==> src/design/vpa3_pkg.sv <==
`timescale 1ns / 1ps

package vpa3_pkg;

    // widths fixed by the item fields
    localparam int FIELD_W = 16;
    localparam int PROD_W  = 2 * FIELD_W;
    localparam int SUM_W   = PROD_W + 1;
    localparam int OUT_W   = 16;

    // tolerance register
    localparam int                 CFG_W     = 15;
    localparam logic [CFG_W-1:0]   TOL_RESET = 15'd1;

    // default fraction bits of the fixed-point format
    localparam int DEF_FRAC_BITS = 14;

    typedef logic signed [FIELD_W-1:0] t_comp;
    typedef logic signed [PROD_W-1:0]  t_prod;
    typedef logic signed [SUM_W-1:0]   t_sum;

endpackage

==> src/design/vpa3_round.sv <==
`timescale 1ns / 1ps

// registered rounding of a value with 2*FRAC_BITS fraction bits down to FRAC_BITS,
// halves rounded away from zero
module vpa3_round #(
    parameter int IN_W      = vpa3_pkg::SUM_W,
    parameter int FRAC_BITS = vpa3_pkg::DEF_FRAC_BITS
) (
    input  logic                            i_clk,
    input  logic signed [IN_W-1:0]          i_x,
    output logic signed [IN_W-FRAC_BITS:0]  o_y
);

    localparam int RW = IN_W + 1 - FRAC_BITS;
    localparam logic [IN_W:0] HALF = {{IN_W{1'b0}}, 1'b1} << (FRAC_BITS - 1);

    logic              neg;
    logic [IN_W:0]     mag;
    logic [IN_W:0]     biased;
    logic [IN_W:0]     shifted;
    logic [RW-1:0]     q;
    logic [RW-1:0]     n_y;

    // magnitude, bias by one half, truncate, restore sign
    always_comb begin
        neg     = i_x[IN_W-1];
        mag     = neg ? ({(IN_W+1){1'b0}} - {i_x[IN_W-1], i_x}) : {i_x[IN_W-1], i_x};
        biased  = mag + HALF;
        shifted = biased >> FRAC_BITS;
        q       = shifted[RW-1:0];
        n_y     = neg ? ({RW{1'b0}} - q) : q;
    end

    always_ff @(posedge i_clk) begin
        o_y <= $signed(n_y);
    end

endmodule

==> config.mk <==
export PLATFORM = sky130hd
export DESIGN_NAME = vpa3_round
export DESIGN_NICKNAME = d
export VERILOG_FILES = /design/src/design/vpa3_pkg.sv /design/src/design/vpa3_round.sv
export SDC_FILE = /design/constraint.sdc
export NUM_CORES = 1
export LEC_CHECK = 0
export BUFFER_PORTS_ARGS = -buffer_cell sky130_fd_sc_hd__buf_2
export CAP_MARGIN = 40
export CORE_MARGIN = 5
export CORE_UTILIZATION = 44
export DETAILED_ROUTE_END_ITERATION = 16
export PLACE_DENSITY = 0.68
export REMOVE_ABC_BUFFERS = 1
export SLEW_MARGIN = 40
export SYNTH_ARGS = -nofsm -noshare
export SYNTH_HDL_FRONTEND = slang
export SYNTH_SLANG_ARGS = --single-unit
==> constraint.sdc <==
create_clock -name i_clk -period 12.5 [get_ports i_clk]
set_input_delay 0.625 -clock i_clk [delete_from_list [all_inputs] [get_ports i_clk]]
set_output_delay 0.625 -clock i_clk [all_outputs]
set_load 0.02 [all_outputs]
# After elaboration in Yosys (flattened, before gate mapping)
# Cells that the tools add are included.
[totals]
regBits = 20
inputBits = 34
elab_cells = 6
[classes]
n_addsub = 3
muxes = 2
[ops]
columns = ["operator", "n"]
rows = [
  ["$add A34 B14 Y34 const B", 1],
  ["$mux W34", 1],
  ["$sub A1 B33 Y34 const A", 1],
  ["$mux W20", 1],
  ["$sub A1 B20 Y20 const A", 1],
]

# Longest topological paths before layout
# Gate-level depths: netlist (run 1).
[logic_depth]
word_depth = 5
depth_mapped = 17

# Worst setup path after synthesis (run 1)
# Ideal clock, no wire load.
[synth_timing]
path_kind = "in2reg"
start = "input i_x[32]"
end = "register o_y[17]"
setup_ns = 0.072
arrival_time_ns = 4.526
required_time_ns = 12.428
setup_slack_ns = 7.903
cell_stages = 17
path_cell_list = "clkbuf_1 clkbuf_1 buf_1 clkbuf_1 buf_1 nand2_1 xnor2_1 ha_1 nand2_1 mux2_2 or3_1 a311oi_1 xnor2_1 nor4_4 nand3_1 o21ai_1 xor2_1"
[synth_between]
elab_chain_cells = 4
[synth_lines]
columns = ["element", "line", "source"]
rows = [
  ["from (decl)", "vpa3_round.sv:10", "input logic signed [IN_W-1:0] i_x,"],
  ["$mux W34", "vpa3_round.sv:27", "mag = neg ? ({(IN_W+1){1'b0}} - {i_x[IN_W-1], i_x}) : {i_x[IN_W-1], i_x};"],
  ["$add A34 B14 Y34", "vpa3_round.sv:28", "biased = mag + HALF;"],
  ["$sub A1 B20 Y20", "vpa3_round.sv:31", "n_y = neg ? ({RW{1'b0}} - q) : q;"],
  ["$mux W20 (*)", "vpa3_round.sv:31", ""],
  ["named net n_y[17]", "vpa3_round.sv:22", "logic [RW-1:0] n_y;"],
  ["to (signal assigned)", "vpa3_round.sv:35", "o_y <= $signed(n_y);"],
  ["to (decl)", "vpa3_round.sv:11", "output logic signed [IN_W-FRAC_BITS:0] o_y"],
]
# Mark *: on every way through the listed nets, which the timed path passes. The rest lies on a longest branch.

# Worst setup path in the final report (run 1)
[layout_timing]
start = "input i_x[32]"
end = "register o_y[18]"
[layout_between]
elab_chain_cells = 5
[layout_lines]
columns = ["element", "line"]
rows = [
  ["$sub A1 B33 Y34", "vpa3_round.sv:27"],
  ["$mux W34", "vpa3_round.sv:27"],
  ["$add A34 B14 Y34", "vpa3_round.sv:28"],
  ["$sub A1 B20 Y20", "vpa3_round.sv:31"],
  ["$mux W20 (*)", "vpa3_round.sv:31"],
  ["named net n_y[18]", "vpa3_round.sv:22"],
]
# Marks and branches as above.

==> results of run 1 <==
==> cell families (layout without fill, tap and decap cells) <==
| kind of cell | count (synthesis) | count (layout) | synth area share [%] |
|---|---|---|---|
| AND/OR/NAND/NOR | 107 | 107 | 29.79 |
| AO/OA/AOI/OAI | 59 | 59 | 19.64 |
| XOR/XNOR | 52 | 52 | 23.44 |
| flip-flops | 20 | 20 | 19.34 |
| buffers and inverters | 19 | 63 | 3.505 |
| multiplexers | 6 | 6 | 3.082 |
| adder cells (fa/ha/maj) | 2 | 2 | 1.208 |
==> stage by stage <==
stage | std cells | hold slack [ns] | instance area [um2] | utilization [%]
3_3_place_gp | 359 | 1.012 | 2354 | 50.50
4_1_cts | 363 | 0.7540 | 2409 | 51.68
3_5_place_dp | 359 | 1.016 | 2354 | 50.50
2_1_floorplan | 252 | 0.7336 | 2021 | -
5_1_grt | 363 | 0.7713 | 2409 | 51.68
6_report | 363 | 0.7589 | 2409 | 51.68
==> cell type report <==
| class | instances | area, um2 | area share, % |
|---|---|---|---|
| Timing Repair Buffer | 53 | 265.3 | 11.01 |
| Tap cell | 54 | 67.56 | 2.805 |
| Sequential cell | 20 | 400.4 | 16.62 |
| Clock buffer | 4 | 55.05 | 2.286 |
| Multi-Input combinational cell | 226 | 1598 | 66.34 |
| Inverter | 6 | 22.52 | 0.9351 |
==> per-layer routing <==
metal,vias to the layer above,GRT usage [%],wire (um)
li1,1053,-,-
met1,897,22.18,2394
met2,58,23.01,2135
met3,2,0.8028,228
met4,0,5.420,33
met5,-,0,0
==> Yosys cell counts, types with 3 or more instances <==
cell type / instances / area [um2]
o22ai_1: 3 / 18.77
xnor2_1: 35 / 306.5
inv_1: 6 / 22.52
nand4_1: 3 / 18.77
and3_1: 3 / 18.77
nor4_1: 4 / 25.02
or2_2: 3 / 18.77
nor2_1: 16 / 60.06
o31ai_1: 5 / 37.54
nor3_1: 13 / 65.06
clkbuf_1: 10 / 37.54
o21ai_0: 16 / 80.08
a31oi_1: 4 / 25.02
xor2_2: 3 / 48.80
nand2b_1: 7 / 43.79
or3_1: 4 / 25.02
nand3_1: 9 / 45.04
nand2_1: 25 / 93.84
a21oi_1: 9 / 45.04
xor2_1: 13 / 113.9
dfxtp_1: 20 / 400.4
o21ai_1: 4 / 20.02
mux2_2: 3 / 33.78
nor4_2: 5 / 62.56
mux2i_1: 3 / 30.03
==> worst min-delay path by stage <==
stage | from | end | slack (ns) | cells past startpoint
after detailed placement | i_x[31] | o_y[17]$_DFF_P_ | 1.02 | 3
final | i_x[31] | o_y[17]$_DFF_P_ | 0.76 | 3
after CTS | i_x[31] | o_y[17]$_DFF_P_ | 0.75 | 3
after global routing | i_x[31] | o_y[17]$_DFF_P_ | 0.77 | 3
after global placement | i_x[31] | o_y[17]$_DFF_P_ | 1.01 | 3
after floorplan | i_x[32] | o_y[1]$_DFF_P_ | 0.73 | 2
==> where the power goes <==
group / switching [mW] / internal, mW / leakage, nW / total [mW]
clock: 0.0177 / 0.0279 / 0.0288 / 0.0456
combinational: 0.0519 / 0.0327 / 0.721 / 0.0846
sequential: 0.00185 / 0.0741 / 0.169 / 0.0760
total: 0.0715 / 0.135 / 0.918 / 0.206
==> impl_results.md, run 1 <==
- Status: complete, no violations
- Stages on worst setup path: 14
- Post-DP HPWL: approximately 3800 um
- Syn_area_per_cell: 7.814 um2
- Via count: ~2000
- Fill count: between 400 and 500
- Number of vias per cell: around 5.5
- # DRC: 0
- PostCTS Resize Cnt: 0
- Vias in the first global route: roughly 1800
- Top FF cell, synth: dfxtp_1
- Final setup vio count: 0
- Worst Setup End Kind: register
- Synth unique cells: 56
- Setup TNS Final: 0 ns
- Top Ports: 54
- Die height: approximately 79 um
- Initial antenna violation count: 0
- Worst vdd ir: about 0.04 mV
- Antenna cell count: 0
- Max cap viols: 0
- Post-synth EDFFs: 0
- Worst Path Arrival: 4.89 ns
- Final WS setup: about 7.8 ns
- Root Driver: clkbuf_8
- Largest net degree at the start of global routing: 45
- Asr flop ratio synth: 0%
- Tcrit/Tclk final: 37.68%
- Slowest CP cell: buf_2
- Die width: between 70 and 80 um
- Drt initial violations: roughly 120
- CTS Buf Count: 3
- CP Class: in2reg
- Die area: a little over 6000 um2
- Worst Setup Start Kind: primary input
- I/O Buffers: 53
- Pwr Total: 0.2061 mW
- Register with the most flip-flops: o_y
- Commonest non-fill, non-tap cell in the layout: buf_2
- Largest stage delay, worst path: 0.59 ns
- WP data required: around 13 ns
- CTS Sinks: 20
- Worst-path maximum fanout: 44
- WL/cell: approximately 13 um
- Slew HR: 48.86%
- Top Registers: o_y x20
- Pre-antenna DRT Iters: 4
- Final wirelength: 4791 um
- Commonest non-fill, non-tap cells in the layout: buf_2 (53), xnor2_1 (35), nand2_1 (25)
- Core ar.: 4661 um2
- # nets final: 346
- Post-CTS Hold Buffers: 0
- Flops & latches, synth: 20
- GP Congestion: 0.8333
- Leakage power: around 0.9 nW
- CTS tree: yes
- Crit path from: i_x[32]
- Starting Density: roughly 44%
- GR Util All Layers: between 10% and 20%
- Rows: 25
- First-pass GRT wire length: ~8000 um
- Post-Syn Area: roughly 2100 um2
- Crit path buffers/inverters: 2
- Max-slew violations: 0
- CTS Buffer Depth: 2
- Tmin final: 4.710 ns
- Pwr dens: around 86 nW/um2
- Cell family contributing the most delay on the critical path: buffers and inverters
- CP Cell Sequence: buf_2 -> inv_1 -> a21oi_1 -> xnor2_1 -> ha_1 -> nand2_1 -> mux2_2 -> nor4_2 -> a21oi_1 -> o21ai_1 -> xor2_2 -> nand3_2 -> o41ai_2 -> xnor2_1
- CTS H-tree depth: 1
- End of the critical path: o_y[18]$_DFF_P_
- FMAX: about 210 MHz
- Grt total ovfl: 0
- Share of cells above drive strength 1: 26.54%
- Synthesis-to-finish area growth: 16.31%
- Setup WS pre-CTS: around 7.6 ns
- HP Class: in2reg
- Synth Warn #: 0
- Seq/Total Area, Yosys: between 10% and 20%
- Max reg flops: 20
- Antenna viol nets, final: 0
- Post-Synthesis Cells: around 270
- Post-CTS Setup Repair Bufs: 0
- RSZ-0062 raised after global routing: no
- Clock transition at path regs: 0.06 ns
- Actual slew at the worst max-slew pin: roughly 0.77 ns
- Hold Violations, Final: 0
(Power assumes the default switching activity.)
==> run 2, diff against run 1 <==
--- a/config.mk
+++ b/config.mk
@@ -10,7 +10,7 @@
 export CORE_MARGIN = 5
 export CORE_UTILIZATION = 44
 export DETAILED_ROUTE_END_ITERATION = 16
-export PLACE_DENSITY = 0.68
+export PLACE_DENSITY = 0.71
 export REMOVE_ABC_BUFFERS = 1
 export SLEW_MARGIN = 40
 export SYNTH_ARGS = -nofsm -noshare
==> constraint.sdc (replaced) <==
create_clock -name i_clk -period 3.95 [get_ports i_clk]
set_input_delay 0.1975 -clock i_clk [delete_from_list [all_inputs] [get_ports i_clk]]
set_output_delay 0.1975 -clock i_clk [all_outputs]
set_load 0.02 [all_outputs]
==> run 2 against run 1 <==
  * Count of clock-buffer cells in the layout stayed put
  * Worst hold slack worse by 0.43 ns
  * First-iteration DRC count is 3.4% lower
  * Critical path type unchanged
  * Critical endpoint is now o_y[17]$_DFF_P_
  * Largest power group unchanged
==> impl_results.md, run 2 (synthesis gave the netlist of run 1 again) <==
- Status: complete, no violations
- Worst Setup End Kind: register
- Max cap viols: 0 (unchanged)
- GR Util All Layers: 16.40% (+1.3 points)
- Setup TNS Final: 0 ns (unchanged)
- Largest net degree at the start of global routing: 36 (-20%)
- GR Util met1: 23.19% (+1.0 points)
- Die height: 78.60 um (unchanged)
- Top Ports: 54 (unchanged)
- Post-CTS Hold Buffers: 0 (unchanged)
- Tmin final: approximately 3.6 ns
- Seq. cell area: 400.4 um2 (unchanged)
- Worst Setup Start Kind: primary input
- Initial antenna violation count: 0 (unchanged)
- I/O Buffers: 53 (unchanged)
- Die width: 78.60 um (unchanged)
- Rows: 25 (unchanged)
- Slew HR: 65.69% (+17 points)
- Antenna cell count: 0 (unchanged)
- Final core utilization: 52.64% (+0.97 points)
- End of the critical path: o_y[17]$_DFF_P_
- Final wirelength: 4853 um (+1.3%)
- M3 GR Usage: 1.606% (+0.80 points)
- Hold Violations, Final: 0 (unchanged)
- Post-DP HPWL: 3854 um (+0.24%)
- Commonest non-fill, non-tap cells in the layout: buf_2 (53), xnor2_1 (35), nand2_1 (25)
- Top Registers: o_y x20
- Pwr dens: 267.3 nW/um2 (+210%)
- Max-slew violations: 0 (unchanged)
- Via count: 1990 (-1.0%)
- Core ar.: 4661 um2 (unchanged)
- CTS Buf Count: 3 (unchanged)
- Tcrit/Tclk final: 90.26%
- Antenna viol nets, final: 0 (unchanged)
- Clock transition at path regs: 0.06 ns (about the same)
- Max reg flops: 20 (unchanged)
- Share of cells above drive strength 1: 27.94% (+1.4 points)
- Vias in the first global route: 1952 (+8.7%)
- Actual slew at the worst max-slew pin: 0.5100 ns (-0.2572 ns)
- Setup WS pre-CTS: 0.1253 ns (-7.432 ns)
- Fill count: 455 (unchanged)
- Leakage power: 0.9487 nW (+3.3%)
- Die area: 6178 um2 (unchanged)
- WL/cell: 13.15 um (-0.35%)
- Pwr Total: 0.6560 mW (+220%)
- Final WS setup: 0.3849 ns (-7.405 ns)
- CTS H-tree depth: 1 (unchanged)
- # DRC: 0 (unchanged)
- Final setup vio count: 0 (unchanged)
- Worst vdd ir: 0.1270 mV (+220%)
- Synthesis-to-finish area growth: 18.49%
- FMAX: ~280 MHz
- PostCTS Resize Cnt: 0 (unchanged)
- Multi-input gate area: 1598 um2 (unchanged)
- Met2 usage: 25.64% (+2.6 points)
- Top Usage Layer GRT: met2
- First-pass GRT wire length: 8549 um (+7.9%)
- Grt total ovfl: 0 (unchanged)
- CTS tree: yes
- Commonest non-fill, non-tap cell in the layout: buf_2
- Crit path from: i_x[7]
- Number of vias per cell: 5.393 (-2.6%)
- RSZ-0062 raised after global routing: no
- # nets final: 352 (+1.7%)
- Worst Path Arrival: 3.75 ns (-1.14 ns)
- CTS Buffer Depth: 2 (unchanged)
- WP data required: 4.13 ns (-8.55 ns)
- Starting Density: 44.43% (unchanged)
- Worst hold slack: 0.3254 ns (-0.4334 ns)
- GP Congestion: 0.8818 (+5.8%)
- CTS Sinks: 20 (unchanged)
- Register with the most flip-flops: o_y
- CP Class: in2reg
- Post-CTS Setup Repair Bufs: 0 (unchanged)
- Worst-path maximum fanout: 8 (-82%)
- HP Class: in2reg
- Pre-antenna DRT Iters: 4 (unchanged)
- Root Driver: clkbuf_8
- Drt initial violations: 112 (-3.4%)
[run 2: cell count changes in the layout (fill, tap and decap cells not counted), sizes merged]
| cell | before | now |
|---|---|---|
| buf | 53 | 59 |
[run 2: metal layers]
metal / routed length, um / vias up
li1: - / 1055
met1: 2345 / 877
met2: 2225 / 52
met3: 213 / 6
met4: 68 / 0
met5: 0 / -
[run 2: power breakdown]
group	internal, mW	switching, mW
Clock	0.0885	0.0580
Combinational	0.105	0.164
Sequential	0.234	0.00568
Total	0.428	0.228
[run 2: cell type report]
class / count / area share [%]
well taps: 54 / 2.754
multi-input cells: 226 / 65.12
repair buffers: 59 / 12.65
flip-flops and latches: 20 / 16.32
clock buffers: 4 / 2.244
inverters: 6 / 0.9179
[run 2: stage by stage]
step / area (um2) / instances
floorplan: 2021 / 252
global placement: 2399 / 365
detailed placement: 2399 / 365
CTS: 2454 / 369
global route: 2454 / 369
finish: 2454 / 369
[run 2: worst min-delay path by stage]
stage,from,to,slack (ns),cells after the start
2_1_floorplan,i_x[32],o_y[1]$_DFF_P_,0.31,2
3_5_place_dp,i_x[32],o_y[1]$_DFF_P_,0.59,3
5_1_grt,i_x[32],o_y[1]$_DFF_P_,0.36,3
6_report,i_x[32],o_y[1]$_DFF_P_,0.33,3
4_1_cts,i_x[32],o_y[1]$_DFF_P_,0.32,3
3_3_place_gp,i_x[32],o_y[1]$_DFF_P_,0.57,3
[run 2: worst max-delay path, stage by stage]
cell	delay [ns]
buf_2	0.10
nor4_2	0.40
and3_1	0.27
a21oi_1	0.09
xnor2_1	0.18
ha_1	0.29
nand2_1	0.12
mux2_2	0.36
or3_1	0.38
a311oi_1	0.31
xnor2_1	0.21
nor4_4	0.31
nand3_1	0.17
o21ai_1	0.19
xor2_1	0.15
==> run 3, diff against run 2 <==
--- a/config.mk
+++ b/config.mk
@@ -5,12 +5,13 @@
 export SDC_FILE = /design/constraint.sdc
 export NUM_CORES = 1
 export LEC_CHECK = 0
+export ABC_AREA = 1
 export BUFFER_PORTS_ARGS = -buffer_cell sky130_fd_sc_hd__buf_2
 export CAP_MARGIN = 40
 export CORE_MARGIN = 5
 export CORE_UTILIZATION = 44
 export DETAILED_ROUTE_END_ITERATION = 16
-export PLACE_DENSITY = 0.71
+export PLACE_DENSITY = 0.69
 export REMOVE_ABC_BUFFERS = 1
 export SLEW_MARGIN = 40
 export SYNTH_ARGS = -nofsm -noshare
==> run 3 against run 2 <==
  * Synthesized cell count up 69%
  * Fmax up 46%
  * Total power about the same
  * Worst hold slack better by 0.014 ns
  * Combinational power up 10%
  * First-iteration DRC count down 3.6%
  * Wire length up 27%
  * Cell count up 55%
  * Critical path type unchanged
  * Largest cell class unchanged
==> impl_results.md, run 3 <==
- Tmin final: 2.448 ns (-1.117 ns)
- Antenna viol nets, final: 0 (unchanged)
- GP Congestion: 0.9125 (+3.5%)
- Die height: 86.11 um (+9.6%)
- Crit path buffers/inverters: 3 (+2)
- # DRC: 0 (unchanged)
- WL/cell: 10.75 um (-18%)
- FMAX: 408.5 MHz (+46%)
- Synth unique cells: 29 (-48%)
- Grt total ovfl: 0 (unchanged)
- Placed Area: 2878 um2 (+20%)
- Root Driver: clkbuf_8
- Largest net degree at the start of global routing: 37 (+2.8%)
- PostCTS Resize Cnt: 0 (unchanged)
- I/O Buffers: 53 (unchanged)
- Commonest non-fill, non-tap cell in the layout: nand2_1
- Hold Violations, Final: 0 (unchanged)
- Initial antenna violation count: 0 (unchanged)
- Post-Syn Area: 2549 um2 (+23%)
- Post-CTS Hold Buffers: 0 (unchanged)
- Top Registers: o_y x20
- Worst-path maximum fanout: 6 (-2)
- Tcrit/Tclk final: 61.97% (-28 points)
- Max-slew violations: 0 (unchanged)
- Status: complete, no violations
- CTS Buffer Depth: 2 (unchanged)
- CP Cell Sequence: buf_2 -> nor2_1 -> nand2_1 -> nor2_2 -> nand2_1 -> nand2_1 -> nand2_1 -> nand2_2 -> ha_1 -> inv_1 -> a21oi_2 -> nand4_1 -> nor2_4 -> nand3_2 -> nand2_2 -> nand2_1 -> nor2_1 -> nand3_1 -> nand2_2 -> nand3_1 -> nand2_1 -> inv_1
- Asr flop ratio synth: 0% (unchanged)
- Max reg flops: 20 (unchanged)
- Post-Synthesis Cells: 449 (+69%)
- Drt initial violations: 108 (-3.6%)
- # nets final: 538 (+53%)
- Clock transition at path regs: 0.06 ns (about the same)
- Slew HR: 71.85% (+6.2 points)
- CTS H-tree depth: 1 (unchanged)
- RSZ-0062 raised after global routing: no
- Final wirelength: 6149 um (+27%)
- Count leader, synth: nand2_1
- Leakage power: 1.503 nW (+58%)
- Hold Path Origin: i_x[32]
- Worst Path Arrival: 2.60 ns (-1.15 ns)
- Die width: 86.11 um (+9.6%)
- Actual slew at the worst max-slew pin: 0.4218 ns (-0.08816 ns)
- Rows: 27 (+8.0%)
- Register with the most flip-flops: o_y
- HP Class: in2reg
- Top FF cell, synth: dfxtp_1
- Fill count: 599 (+32%)
- Die area: 7415 um2 (+20%)
- Post-CTS Setup Repair Bufs: 0 (unchanged)
- Cell mode on critical path: nand2_1
- Antenna cell count: 0 (unchanged)
- Post-synth top area share: 19.00% (-0.34 points)
- Post-synth EDFFs: 0 (unchanged)
- WHS Path Cells: 3 (unchanged)
- Post-DP HPWL: 5435 um (+41%)
- CP Class: in2reg
- Synthesis-to-finish area growth: 14.53%
- Largest area contributor in the netlist: nand2_1
- Synth Warn #: 0 (unchanged)
- Vias in the first global route: 2568 (+32%)
- WHS Endpoint: o_y[1]$_DFF_P_
- Top post-synthesis cells by count: nand2_1 (129), inv_1 (61), nor2_1 (59)
- WP data required: 4.10 ns (-0.03 ns)
- Worst vdd ir: 0.1566 mV (+23%)
- Ranking of synthesized cells by area: nand2_1 (19%), dfxtp_1 (16%), nand3_1 (10%)
- Post-route cell area: 2919 um2 (+19%)
- Via count: 2755 (+38%)
- Slowest CP cell: ha_1
- Top Ports: 54 (unchanged)
- CTS Buf Count: 3 (unchanged)
- Core ar.: 5574 um2 (+20%)
- Max cap viols: 0 (unchanged)
- First-pass GRT wire length: 10780 um (+26%)
- Setup TNS Final: 0 ns (unchanged)
- Worst Setup End Kind: register
- GR Util All Layers: 17.37% (+0.98 points)
- Seq/Total Area, Yosys: 15.71% (-3.6 points)
- Flops & latches, synth: 20 (unchanged)
- Pwr dens: 224.7 nW/um2 (-16%)
- Largest stage delay, worst path: 0.22 ns (-0.18 ns)
- Share of cells above drive strength 1: 26.40% (-1.5 points)
- Syn_area_per_cell: 5.676 um2 (-27%)
- CTS Sinks: 20 (unchanged)
- Pre-antenna DRT Iters: 4 (unchanged)
- Final setup vio count: 0 (unchanged)
- Starting Density: 45.72% (+1.3 points)
- CTS tree: yes
- Number of vias per cell: 4.816 (-11%)
- Worst Setup Start Kind: primary input
- Commonest non-fill, non-tap cells in the layout: nand2_1 (129), inv_1 (61), nor2_1 (59)
- Cell family contributing the most delay on the critical path: simple AND/OR/NAND/NOR gates
[run 3: metrics by stage]
stage | utilization (%) | setup slack [ns] | hold slack (ns) | total power, mW | cells
floorplan | - | 1.643 | 0.3061 | 0.4499 | 443
global placement | 51.63 | 1.314 | 0.5941 | 0.5349 | 569
detailed placement | 51.63 | 1.234 | 0.5971 | 0.5406 | 569
CTS | 52.37 | 1.502 | 0.3371 | 0.6627 | 572
global route | 52.37 | 1.157 | 0.3766 | 0.7111 | 572
finish | 52.37 | 1.502 | 0.3397 | 0.6558 | 572
[run 3: logic make-up after synthesis]
logic type | count (synthesis) | share of synthesized area, %
flip-flops | 20 | 15.71
XOR/XNOR | 16 | 5.498
AO/OA/AOI/OAI | 13 | 3.044
buffers and inverters | 70 | 10.75
adder cells (fa/ha/maj) | 2 | 0.9817
AND/OR/NAND/NOR | 328 | 64.02
[run 3: worst max-delay path by stage]
stage | startpoint | to | slack (ns) | cells past startpoint
2_1_floorplan | i_x[5] | o_y[14]$_DFF_P_ | 1.64 | 19
3_3_place_gp | i_x[2] | o_y[14]$_DFF_P_ | 1.31 | 20
3_5_place_dp | i_x[2] | o_y[18]$_DFF_P_ | 1.23 | 22
4_1_cts | i_x[2] | o_y[18]$_DFF_P_ | 1.50 | 22
5_1_grt | i_x[10] | o_y[18]$_DFF_P_ | 1.16 | 22
6_report | i_x[2] | o_y[18]$_DFF_P_ | 1.50 | 22
[run 3: routing by layer]
layer / part of all wire, % / vias to the layer above / track usage [%] / wire (um)
met5: 0 / - / 0 / 0
met4: 1.8 / 0 / 5.324 / 112
met3: 4.4 / 10 / 0.9606 / 272
met2: 47 / 64 / 31.11 / 2866
met1: 47 / 1180 / 22.14 / 2898
li1: - / 1501 / - / -
[run 3: tightest hold or removal path, delay by kind of cell]
| family | cells | cell delay (ns) |
|---|---|---|
| AOI/OAI and AO/OA | 1 | 0.07 |
| buffers and inverters | 1 | 0.18 |
| and+or+nand+nor | 1 | 0.08 |
[run 3: power breakdown]
| part | total (mW) | switching [mW] | internal (mW) |
|---|---|---|---|
| Sequential | 0.237 | 0.00559 | 0.232 |
| Clock | 0.122 | 0.0541 | 0.0676 |
| Combinational | 0.297 | 0.199 | 0.0976 |
| Total | 0.656 | 0.259 | 0.397 |
[run 3: area by class of cell]
type                    count  area (um2)  share of cell area [%]
clock buffers               3       41.29                   1.414
inverters                  64       240.2                   8.230
multi-input cells         359        1874                   64.21
flip-flops and latches     20       400.4                   13.72
well taps                  72       90.09                   3.086
repair buffers             54       272.8                   9.344
